--- src/design/cte_pkg.sv ---
package cte_pkg;

  localparam int unsigned YearW  = 8;
  localparam int unsigned MonW   = 4;
  localparam int unsigned MdayW  = 5;
  localparam int unsigned YdayW  = 9;
  localparam int unsigned HourW  = 5;
  localparam int unsigned MinW   = 6;
  localparam int unsigned SecW   = 6;
  localparam int unsigned LeapW  = 6;
  localparam int unsigned DaysW  = 17;
  localparam int unsigned HmsW   = 17;
  localparam int unsigned EpochW = 33;

  // year offsets from 1900
  localparam logic [YearW-1:0] EpochYear     = 8'd70;
  localparam logic [YearW-1:0] LeapsBefore   = 8'd17;   // multiples of 4 in 1..71
  localparam logic [YearW-1:0] SkipCentury   = 8'd200;  // 2100 is not leap
  localparam logic [YearW-1:0] PastSkip      = 8'd201;
  localparam logic [YearW-1:0] FirstCentury  = 8'd0;    // 1900 is not leap

  localparam logic [MonW-1:0]  LastMonth     = 4'd11;
  localparam logic [MonW-1:0]  MarchIdx      = 4'd2;

  localparam logic [DaysW-1:0] DaysPerYear   = 17'd365;
  localparam logic [HmsW-1:0]  SecsPerHour   = 17'd3600;
  localparam logic [HmsW-1:0]  SecsPerMin    = 17'd60;
  localparam logic [DaysW-1:0] SecsPerDay    = 17'd86400;

  typedef struct packed {
    logic [DaysW-1:0] days;
    logic [HmsW-1:0]  hms;
  } days_hms_t;

  function automatic logic [YdayW-1:0] days_before_month(input logic [MonW-1:0] mon);
    logic [YdayW-1:0] d;
    case (mon)
      4'd0:    d = 9'd0;
      4'd1:    d = 9'd31;
      4'd2:    d = 9'd59;
      4'd3:    d = 9'd90;
      4'd4:    d = 9'd120;
      4'd5:    d = 9'd151;
      4'd6:    d = 9'd181;
      4'd7:    d = 9'd212;
      4'd8:    d = 9'd243;
      4'd9:    d = 9'd273;
      4'd10:   d = 9'd304;
      default: d = 9'd334;
    endcase
    return d;
  endfunction

endpackage

--- src/design/cte_front.sv ---
module cte_front import cte_pkg::*; (
  input  logic             clk_i,
  input  logic             rst_ni,
  input  logic             in_valid_i,
  output logic             in_ready_o,
  input  logic [YearW-1:0] years_since_1900_i,
  input  logic [MonW-1:0]  month_i,
  input  logic [MdayW-1:0] day_of_month_i,
  input  logic [YdayW-1:0] day_of_year_i,
  input  logic [HourW-1:0] hour_i,
  input  logic [MinW-1:0]  minute_i,
  input  logic [SecW-1:0]  second_i,
  output logic             out_valid_o,
  input  logic             out_ready_i,
  output days_hms_t        out_data_o
);

  logic             s1_valid_q, s1_valid_d;
  logic [DaysW-1:0] s1_year_days_q, s1_year_days_d;
  logic [YdayW-1:0] s1_yday_q, s1_yday_d;
  logic [HmsW-1:0]  s1_hms_q, s1_hms_d;
  logic             s1_ready;

  logic             s2_valid_q, s2_valid_d;
  days_hms_t        s2_data_q, s2_data_d;
  logic             s2_ready;

  logic             over_epoch;
  logic             leap;
  logic [YearW-1:0] nyears;
  logic [YearW-1:0] y_m1;
  logic [YearW-1:0] nleaps8;
  logic [LeapW-1:0] nleaps;
  logic [MonW-1:0]  mon_c;

  assign s2_ready   = !s2_valid_q || out_ready_i;
  assign s1_ready   = !s1_valid_q || s2_ready;
  assign in_ready_o = s1_ready;

  // stage 1: whole-year days, day of year, time of day
  always_comb begin
    over_epoch = years_since_1900_i > EpochYear;
    nyears     = years_since_1900_i - EpochYear;
    y_m1       = years_since_1900_i - 8'd1;
    nleaps8    = {2'b00, y_m1[YearW-1:2]} - LeapsBefore
               - {7'b0, (years_since_1900_i >= PastSkip)};
    nleaps     = nleaps8[LeapW-1:0];
    leap       = (years_since_1900_i[1:0] == 2'b00) &&
                 (years_since_1900_i != FirstCentury) &&
                 (years_since_1900_i != SkipCentury);
    mon_c      = (month_i > LastMonth) ? LastMonth : month_i;

    if (over_epoch) begin
      s1_year_days_d = {9'b0, nyears} * DaysPerYear + {11'b0, nleaps};
    end else begin
      s1_year_days_d = '0;
    end

    if (day_of_month_i != '0) begin
      s1_yday_d = days_before_month(mon_c)
                + {8'b0, (leap && (mon_c >= MarchIdx))}
                + {4'b0, day_of_month_i} - 9'd1;
    end else begin
      s1_yday_d = day_of_year_i;
    end

    s1_hms_d = {12'b0, hour_i} * SecsPerHour
             + {11'b0, minute_i} * SecsPerMin
             + {11'b0, second_i};

    s1_valid_d = s1_ready ? in_valid_i : s1_valid_q;
  end

  // stage 2: total days
  always_comb begin
    s2_data_d.days = s1_year_days_q + {8'b0, s1_yday_q};
    s2_data_d.hms  = s1_hms_q;
    s2_valid_d     = s2_ready ? s1_valid_q : s2_valid_q;
  end

  always_ff @(posedge clk_i or negedge rst_ni) begin
    if (!rst_ni) begin
      s1_valid_q <= 1'b0;
      s2_valid_q <= 1'b0;
    end else begin
      s1_valid_q <= s1_valid_d;
      s2_valid_q <= s2_valid_d;
    end
  end

  always_ff @(posedge clk_i) begin
    if (s1_ready && in_valid_i) begin
      s1_year_days_q <= s1_year_days_d;
      s1_yday_q      <= s1_yday_d;
      s1_hms_q       <= s1_hms_d;
    end
    if (s2_ready && s1_valid_q) begin
      s2_data_q <= s2_data_d;
    end
  end

  assign out_valid_o = s2_valid_q;
  assign out_data_o  = s2_data_q;

endmodule

--- src/design/cte_back.sv ---
module cte_back import cte_pkg::*; (
  input  logic              clk_i,
  input  logic              rst_ni,
  input  logic              in_valid_i,
  output logic              in_ready_o,
  input  days_hms_t         in_data_i,
  output logic              out_valid_o,
  input  logic              out_ready_i,
  output logic [EpochW-1:0] epoch_seconds_o
);

  logic              s3_valid_q, s3_valid_d;
  logic [EpochW-1:0] s3_prod_q, s3_prod_d;
  logic [HmsW-1:0]   s3_hms_q;
  logic              s3_ready;

  logic              s4_valid_q, s4_valid_d;
  logic [EpochW-1:0] s4_epoch_q, s4_epoch_d;
  logic              s4_ready;

  assign s4_ready   = !s4_valid_q || out_ready_i;
  assign s3_ready   = !s3_valid_q || s4_ready;
  assign in_ready_o = s3_ready;

  always_comb begin
    s3_prod_d  = {16'b0, in_data_i.days} * {16'b0, SecsPerDay};
    s3_valid_d = s3_ready ? in_valid_i : s3_valid_q;
    s4_epoch_d = s3_prod_q + {16'b0, s3_hms_q};
    s4_valid_d = s4_ready ? s3_valid_q : s4_valid_q;
  end

  always_ff @(posedge clk_i or negedge rst_ni) begin
    if (!rst_ni) begin
      s3_valid_q <= 1'b0;
      s4_valid_q <= 1'b0;
    end else begin
      s3_valid_q <= s3_valid_d;
      s4_valid_q <= s4_valid_d;
    end
  end

  always_ff @(posedge clk_i) begin
    if (s3_ready && in_valid_i) begin
      s3_prod_q <= s3_prod_d;
      s3_hms_q  <= in_data_i.hms;
    end
    if (s4_ready && s3_valid_q) begin
      s4_epoch_q <= s4_epoch_d;
    end
  end

  assign out_valid_o     = s4_valid_q;
  assign epoch_seconds_o = s4_epoch_q;

endmodule

--- src/design/calendar_to_epoch_seconds_top.sv ---
// Broken-down GMT date/time to seconds since 1970-01-01 00:00:00.
//
// Input channel: in_valid_i / in_ready_o, one beat carries year (from 1900),
// month, day of month (0 = use day of year), day of year, hour, minute, second.
// Output channel: out_valid_o / out_ready_i, one beat carries epoch_seconds_o.
// Every input beat yields exactly one output beat, in order.
//
// Four register stages: year/day/time-of-day terms, day sum, multiply by
// 86400, final add. Throughput is one beat per cycle while the receiver
// keeps out_ready_i high.
//
// Each stage holds its own valid bit and advances when the stage after it is
// empty or moving, so a stalled receiver only freezes the occupied stages;
// empty stages still fill. in_ready_o drops only when all four stages hold
// data and out_ready_i is low.
//
// Reset (rst_ni low, asynchronous) empties the pipeline; no clearing pass.
module calendar_to_epoch_seconds_top import cte_pkg::*; (
  input  logic              clk_i,
  input  logic              rst_ni,
  input  logic              in_valid_i,
  output logic              in_ready_o,
  input  logic [YearW-1:0]  years_since_1900_i,
  input  logic [MonW-1:0]   month_i,
  input  logic [MdayW-1:0]  day_of_month_i,
  input  logic [YdayW-1:0]  day_of_year_i,
  input  logic [HourW-1:0]  hour_i,
  input  logic [MinW-1:0]   minute_i,
  input  logic [SecW-1:0]   second_i,
  output logic              out_valid_o,
  input  logic              out_ready_i,
  output logic [EpochW-1:0] epoch_seconds_o
);

  logic      mid_valid;
  logic      mid_ready;
  days_hms_t mid_data;

  cte_front u_front (
    .clk_i              (clk_i),
    .rst_ni             (rst_ni),
    .in_valid_i         (in_valid_i),
    .in_ready_o         (in_ready_o),
    .years_since_1900_i (years_since_1900_i),
    .month_i            (month_i),
    .day_of_month_i     (day_of_month_i),
    .day_of_year_i      (day_of_year_i),
    .hour_i             (hour_i),
    .minute_i           (minute_i),
    .second_i           (second_i),
    .out_valid_o        (mid_valid),
    .out_ready_i        (mid_ready),
    .out_data_o         (mid_data)
  );

  cte_back u_back (
    .clk_i           (clk_i),
    .rst_ni          (rst_ni),
    .in_valid_i      (mid_valid),
    .in_ready_o      (mid_ready),
    .in_data_i       (mid_data),
    .out_valid_o     (out_valid_o),
    .out_ready_i     (out_ready_i),
    .epoch_seconds_o (epoch_seconds_o)
  );

  // input back-pressure only comes from a stalled receiver
  assert property (@(posedge clk_i) disable iff (!rst_ni)
    !in_ready_o |-> (out_valid_o && !out_ready_i))
    else $error("input stalled without output stall");

  // a stalled mid-pipeline beat is held intact
  assert property (@(posedge clk_i) disable iff (!rst_ni)
    (mid_valid && !mid_ready) |=> (mid_valid && $stable(mid_data)))
    else $error("mid-pipeline beat lost or changed");

  // back half cannot stall while the receiver takes data
  assert property (@(posedge clk_i) disable iff (!rst_ni)
    out_ready_i |-> mid_ready)
    else $error("back half stalled with receiver ready");

endmodule

--- config.mk ---
export PLATFORM = sky130hd
export DESIGN_NAME = calendar_to_epoch_seconds_top
export DESIGN_NICKNAME = d
export VERILOG_FILES = /design/src/design/cte_pkg.sv /design/src/design/cte_front.sv /design/src/design/cte_back.sv /design/src/design/calendar_to_epoch_seconds_top.sv
export SDC_FILE = /design/constraint.sdc
export NUM_CORES = 1
export LEC_CHECK = 0
export BUFFER_PORTS_ARGS = -buffer_cell sky130_fd_sc_hd__clkbuf_2
export CAP_MARGIN = 20
export CORE_MARGIN = 1
export CORE_UTILIZATION = 30
export CTS_CLUSTER_SIZE = 28
export DETAILED_ROUTE_END_ITERATION = 12
export PLACE_DENSITY = 0.46
export SLEW_MARGIN = 20
export SYNTH_ARGS = -nofsm -noshare
export SYNTH_HDL_FRONTEND = slang
export SYNTH_HIERARCHICAL = 1
export SYNTH_SLANG_ARGS = --single-unit
--- constraint.sdc ---
create_clock -name clk_i -period 7.5 [get_ports clk_i]
set_clock_uncertainty 0.15 [all_clocks]
set_input_delay 2.25 -clock clk_i [delete_from_list [all_inputs] [get_ports clk_i]]
set_output_delay 2.25 -clock clk_i [all_outputs]
set_load 0.02 [all_outputs]
==> results.toml, run 1 <==
[cells_and_area]
layout_overhead_on_the_synthesized_area_pct = 15.6
layout.nets = 1707
instances_no_fill = 1959
num_antenna_cells = 0
drive_above_1_share_pct = 15.1

[grt]
antenna_found_initial = 0
grt.overflow.total = 0
global_route.usage.total_pct = 11.4
grt_max_degree = 44
vias_in_the_first_global_route = 8943
grt_pass1_wl_um = 43300

[timing]
relSlewSlack_pct = 32.6
timing.final.hold_violations = 0
period_share_pct = 98.4
drv_slew = 0
setup_repair_after_global_routing_missed_its_margin = "true"
timing.final.setup_violations = 0
timing_worst_slew_pin_value_ns = 1.01
setup_ws_ns = 0.120
highest_attainable_clock_frequency_mhz = 135
post-route-min-period_ns = 7.38

[floorplanning]
height_of_the_die_um = 215
io_pins = 82
die_w_um = 215
core_region_area_um2 = 44400
die_area_um2 = 46100
initial_utilization_pct = 30.6
rows = 77

[synth]
synth.yosys.seq_area_share_pct = 34.6
syn_area_um2 = 13600
synth_enable_flop_cells = 153
post_synthesis_average_cell_area_um2 = 11.0
post_synth_main_area_contributors = "edfxtp_1 34%, ha_1 21%, fa_1 11%"
synthesis.nets = 1587
yosys.area.top_type_share_pct = 33.8
synth_commonest_cells = "231 x ha_1, 196 x inv_1, 153 x edfxtp_1"
synthCells = 1234
ys_ff_latch = 157
cell_type_with_the_highest_aggregate_area_in_the_netlist = "edfxtp_1"
yosys.cell_types.count = 78
synth.most_common_cell = "ha_1"
yosysWarnings = 6
async_flop_share_pct = 2.55
synth_ff_type = "edfxtp_1"

[setup_path]
worst_reg2reg_startpoint = "u_front/out_data_o[22]"
setup.worst_path.class = "input port to flip-flop"
worstRegToRegCells = 14
critPathLaunchType = "input port"
timing.critical_path.to_type = "flip-flop"
worst-endpoint-arrival_ns = 7.38
crit_path_max_fanout = 6
worstPathRequired_ns = 7.50
timing.reg2reg.setup_slack_ns = 2.70
timing.rr.end = "u_back/s3_prod_q[32]"

[placed_design]
placer_s_final_routability_congestion_estimate = 0.797
dp.cells = 1925
hpwl_um = 20700
port_buffers = 81
placement.setup.worst_slack_ns = -0.580

[route]
first_pass_iters = 4
routed-wl-met3_um = 410
met2_length_um = 11300
wire_per_inst_um = 12.6
vias = 8583
drtAntennaViolNets = 0
drcViolationCount = 0
top_layer_used = "met4"
drt_first_iter_violations = 270
wl_um = 24700
routed_via_density = 4.38
wl_met1_um = 12800

[clock_network]
worst_skew_pair.late_latency_ns = 0.42
clock-root-buffer = "clkbuf_16"
cts_bufs_inserted = 17
clk_pin_slew_worst_paths_ns = 0.06
htree_num_levels = 4
number_of_buffers_on_the_longest_clock_path = 2
cts.hold.buffers_added = 0
cts.sink_count = 157
cts_tree = "done"

[worst_hold_path]
hold_end = "u_front/out_data_o[14]"
min-delay-path-class = "flip-flop to flip-flop"
holdCritStartpoint = "u_front/s1_hms_q[14]"
worst_hold_path.num_cells = 0

[run]
max_cap_violations = 0

[outcome]
run_status = "completed"
[logic make-up (layout without fill, tap and decap cells)]
kind of cell	Yosys count	count (layout)	synth area share (%)
DFF	157	157	34.6
and+or+nand+nor	220	220	8.02
buffers and inverters	214	347	6.15
muxes	6	6	0.461
xor gates and xnor gates	111	111	7.16
AOI/OAI and AO/OA	220	220	11.3
adders and majority gates	306	306	32.3
[cell usage in the layout (no fill, tap or decap), types with 5 or more instances in the layout]
cell type and count:
inv_1 188, nand4_1 8, and2_1 7, a31oi_1 6, a21o_1 30, o21bai_1 6
o31ai_1 5, and3_1 10, inv_2 7, ha_1 222, nor3_1 17, fa_1 72
a211oi_1 9, nand3_1 18, xor2_1 33, clkbuf_16 17, buf_4 37, inv_6 5
a21oi_2 5, a21oi_1 57, o21ai_0 37, nor2b_1 16, ha_4 7, nor2_1 62
clkbuf_2 80, o211ai_1 7, edfxtp_1 153, o21a_1 10, xnor2_1 76, nand2_1 47
nand2b_1 10, or3_1 6
[layer usage]
metal / up-vias / track usage [%]
li1: 4534 / -
met1: 3965 / 15.8
met2: 72 / 18.5
met3: 12 / 1.60
met4: 0 / 2.71
met5: - / 0
[flip-flops by register name, indices dropped and copies added, names as in the netlist]
name and count:
u_back/s3_hms_q 17, u_front/s1_year_days_q 17, u_front/s1_hms_q 17, u_front/out_data_o 34, u_front/out_valid_o 1, u_back/s3_prod_q 26, u_back/s3_valid_q 1, u_back/epoch_seconds_o 33
u_front/s1_yday_q 9, u_front/s1_valid_q 1, u_back/out_valid_o 1
[worst max path at each step]
stage,start,to,slack (ns),cells after the start
floorplan,years_since_1900_i[1],u_front/s1_year_days_q[16],-0.18,25
global placement,years_since_1900_i[1],u_front/s1_year_days_q[16],-0.48,25
detailed placement,years_since_1900_i[1],u_front/s1_year_days_q[16],-0.58,25
CTS,years_since_1900_i[1],u_front/s1_year_days_q[13],0.02,26
global route,years_since_1900_i[1],u_front/s1_year_days_q[13],-0.12,28
finish,years_since_1900_i[1],u_front/s1_year_days_q[13],0.12,23
[stage by stage]
step                utilization [%]  hold slack [ns]  setup TNS, ns  cell area, um^2
floorplan                         -            0.250         -0.337            13700
global placement               33.8            0.250          -2.19            15000
finish                         35.3            0.271              0            15700
global route                   35.3            0.277         -0.159            15700
detailed placement             33.8            0.255          -3.18            15000
CTS                            35.2            0.271              0            15600
[worst max-delay path, stage by stage]
cell        delay [ns]
buf_8             0.07
clkinvlp_4        0.15
ha_1              0.25
o21a_1            0.20
o311ai_2          0.25
ha_2              0.26
ha_4              0.15
fa_2              0.22
xor2_1            0.20
fa_1              0.44
ha_1              0.32
ha_1              0.28
inv_1             0.05
fa_1              0.52
inv_1             0.04
ha_1              0.21
fa_1              0.40
a21o_1            0.19
a311o_1           0.30
a31o_4            0.24
o31ai_4           0.17
xor2_1            0.16
nor2_1            0.05
[final cells by class]
| class | instances | area [um^2] |
|---|---|---|
| Clock inverter | 13 | 154 |
| Inverter | 196 | 739 |
| Sequential cell | 157 | 4690 |
| Multi-Input combinational cell | 863 | 8220 |
| Fill cell | 4470 | 28700 |
| Tap cell | 592 | 741 |
| Timing Repair Buffer | 119 | 713 |
| Clock buffer | 19 | 433 |
[timing repair]
item | CTS | global route
buffers inserted | 0 | 2
gates cloned | 0 | 0
pin swaps | 1 | 5
gates resized for setup | 2 | 18
setup endpoints to repair | 2 | 7
Power of run 1 is not shown: default switching activity piles up to over one toggle a cycle in this logic, so the estimate is an artifact.
==> run 2, diff against run 1 <==
==> constraint.sdc (replaced) <==
create_clock -name clk_i -period 9.2 [get_ports clk_i]
set_clock_uncertainty 0.15 [all_clocks]
set_input_delay 2.76 -clock clk_i [delete_from_list [all_inputs] [get_ports clk_i]]
set_output_delay 2.76 -clock clk_i [all_outputs]
set_load 0.02 [all_outputs]
==> run 2 against run 1 <==
Against the previous run:
- die area stayed put
- hold slack worse by 0.00076 ns
- worst setup slack better by 0.46 ns
- sequential cell count stayed put
- final cell count is 1.7% lower
- non-clock buffer count is 34 lower
- via count is 1.7% lower
- global-route usage is 0.45 points lower
- routed wire length is 1.7% lower
- critical endpoint is now u_front/s1_year_days_q[16]
- highest routed layer is now met5
==> results.toml, run 2 (synthesis results as in run 1) <==
[route]
drt_first_iter_violations = 281
routed_via_density = 4.38
wl_um = 24300
drcViolationCount = 0
wire_per_inst_um = 12.6
vias = 8441
first_pass_iters = 4
drtAntennaViolNets = 0

[timing]
post-route-min-period_ns = 8.62
timing_worst_slew_pin_value_ns = 0.992
finalSetupTns_ns = 0
relSlewSlack_pct = 33.8
period_share_pct = 93.7
timing.final.setup_violations = 0
drv_slew = 0
timing.final.hold_violations = 0
setup_ws_ns = 0.579
highest_attainable_clock_frequency_mhz = 116
setup_repair_after_global_routing_missed_its_margin = "false"
fin_worst_hold_slack_ns = 0.270

[placed_design]
placement.setup.worst_slack_ns = 0.0987
placer_s_final_routability_congestion_estimate = 0.780
port_buffers = 81
hpwl_um = 20200

[setup_path]
worst_reg2reg_startpoint = "u_front/out_data_o[22]"
worstPathRequired_ns = 9.22
setup.worst_path.class = "input port to flip-flop"
critPathLaunchType = "input port"
worst-endpoint-arrival_ns = 8.64
timing.reg2reg.setup_slack_ns = 4.34
worstRegToRegCells = 14
timing.rr.end = "u_back/s3_prod_q[32]"
crit_path_max_fanout = 8
timing.critical_path.to_type = "flip-flop"

[cells_and_area]
layout_overhead_on_the_synthesized_area_pct = 12.5
largest_register_ff_count = 34
commonest_cells_after_routing_fill_and_taps_aside = "231 x ha_1, 196 x inv_1, 153 x edfxtp_1"
num_antenna_cells = 0
most_frequent_standard_cell_in_the_layout_excluding_fill_and_tap_cells = "ha_1"
fillerInstances = 4431
layout.nets = 1673
final_util_pct = 34.4
drive_above_1_share_pct = 10.8

[clock_network]
clock-root-buffer = "clkbuf_16"
clk_pin_slew_worst_paths_ns = 0.07
postCtsResizedCells = 0
cts_bufs_inserted = 17
cts.hold.buffers_added = 0
worst_skew_pair.late_latency_ns = 0.43
cts.sink_count = 157
number_of_buffers_on_the_longest_clock_path = 2
cts_tree = "done"
htree_num_levels = 4
postCtsSetupRepairBufs = 0

[outcome]
run_status = "completed"

[floorplanning]
rows = 77
height_of_the_die_um = 215
die_area_um2 = 46100
io_pins = 82
core_region_area_um2 = 44400
initial_utilization_pct = 30.6
die_w_um = 215

[grt]
grt_max_degree = 44
antenna_found_initial = 1
grt.overflow.total = 0
global_route.usage.total_pct = 10.9
vias_in_the_first_global_route = 8595
grt_pass1_wl_um = 41700

[worst_hold_path]
min-delay-path-class = "flip-flop to flip-flop"
worst_hold_path.num_cells = 0
holdCritStartpoint = "u_back/s3_hms_q[3]"
hold_end = "u_back/epoch_seconds_o[3]"

[run]
max_cap_violations = 0
==> run 2: changes by cell type in the layout (fill, tap and decap cells not counted), sizes merged <==
cell	previous run	this run
clkinvlp	4	0
buf	39	4
inv	202	207
==> run 2: layout make-up <==
cell class | instances | area (um^2) | area share [%]
multi-input cells | 863 | 8060 | 52.7
well taps | 592 | 741 | 4.85
flip-flops and latches | 157 | 4690 | 30.7
inverters | 196 | 736 | 4.82
repair buffers | 85 | 435 | 2.85
clock inverters | 14 | 185 | 1.21
clock buffers | 18 | 429 | 2.81
==> run 2: metal layers <==
metal | wire, um | track usage, % | vias up
met1 | 12800 | 15.3 | 3880
met4 | 177 | 2.57 | 2
met2 | 10900 | 17.7 | 87
met3 | 463 | 1.54 | 10
li1 | - | - | 4462
met5 | 17 | 0 | -
==> run 2: stage by stage <==
step                instance area (um^2)  std cells
finish                             15300       1925
CTS                                15300       1925
floorplan                          13600       1234
global placement                   14700       1893
global route                       15300       1925
detailed placement                 14700       1893
==> run 2: worst max-delay path by stage <==
stage | startpoint | to
floorplan | years_since_1900_i[2] | u_front/s1_year_days_q[13]
global placement | years_since_1900_i[1] | u_front/s1_year_days_q[16]
detailed placement | years_since_1900_i[1] | u_front/s1_year_days_q[16]
CTS | years_since_1900_i[1] | u_front/s1_year_days_q[16]
global route | years_since_1900_i[1] | u_front/s1_year_days_q[13]
finish | years_since_1900_i[1] | u_front/s1_year_days_q[16]
==> run 2: worst max-delay path, stage by stage <==
cell and delay [ns]:
clkbuf_2 0.18, inv_1 0.14, ha_1 0.22, a21boi_0 0.27, xor2_1 0.32, inv_1 0.08, ha_1 0.23, fa_1 0.41
a21o_1 0.20, a21oi_1 0.17, xnor2_1 0.15, xnor2_1 0.09, ha_1 0.20, fa_1 0.47, inv_1 0.05, fa_1 0.47
fa_1 0.55, inv_1 0.04, ha_1 0.36, nand3_1 0.10, o211ai_1 0.16, o31ai_1 0.35, nand2_1 0.14, a21oi_1 0.17
mux2_2 0.35
Power of run 2 is left out for the same reason.
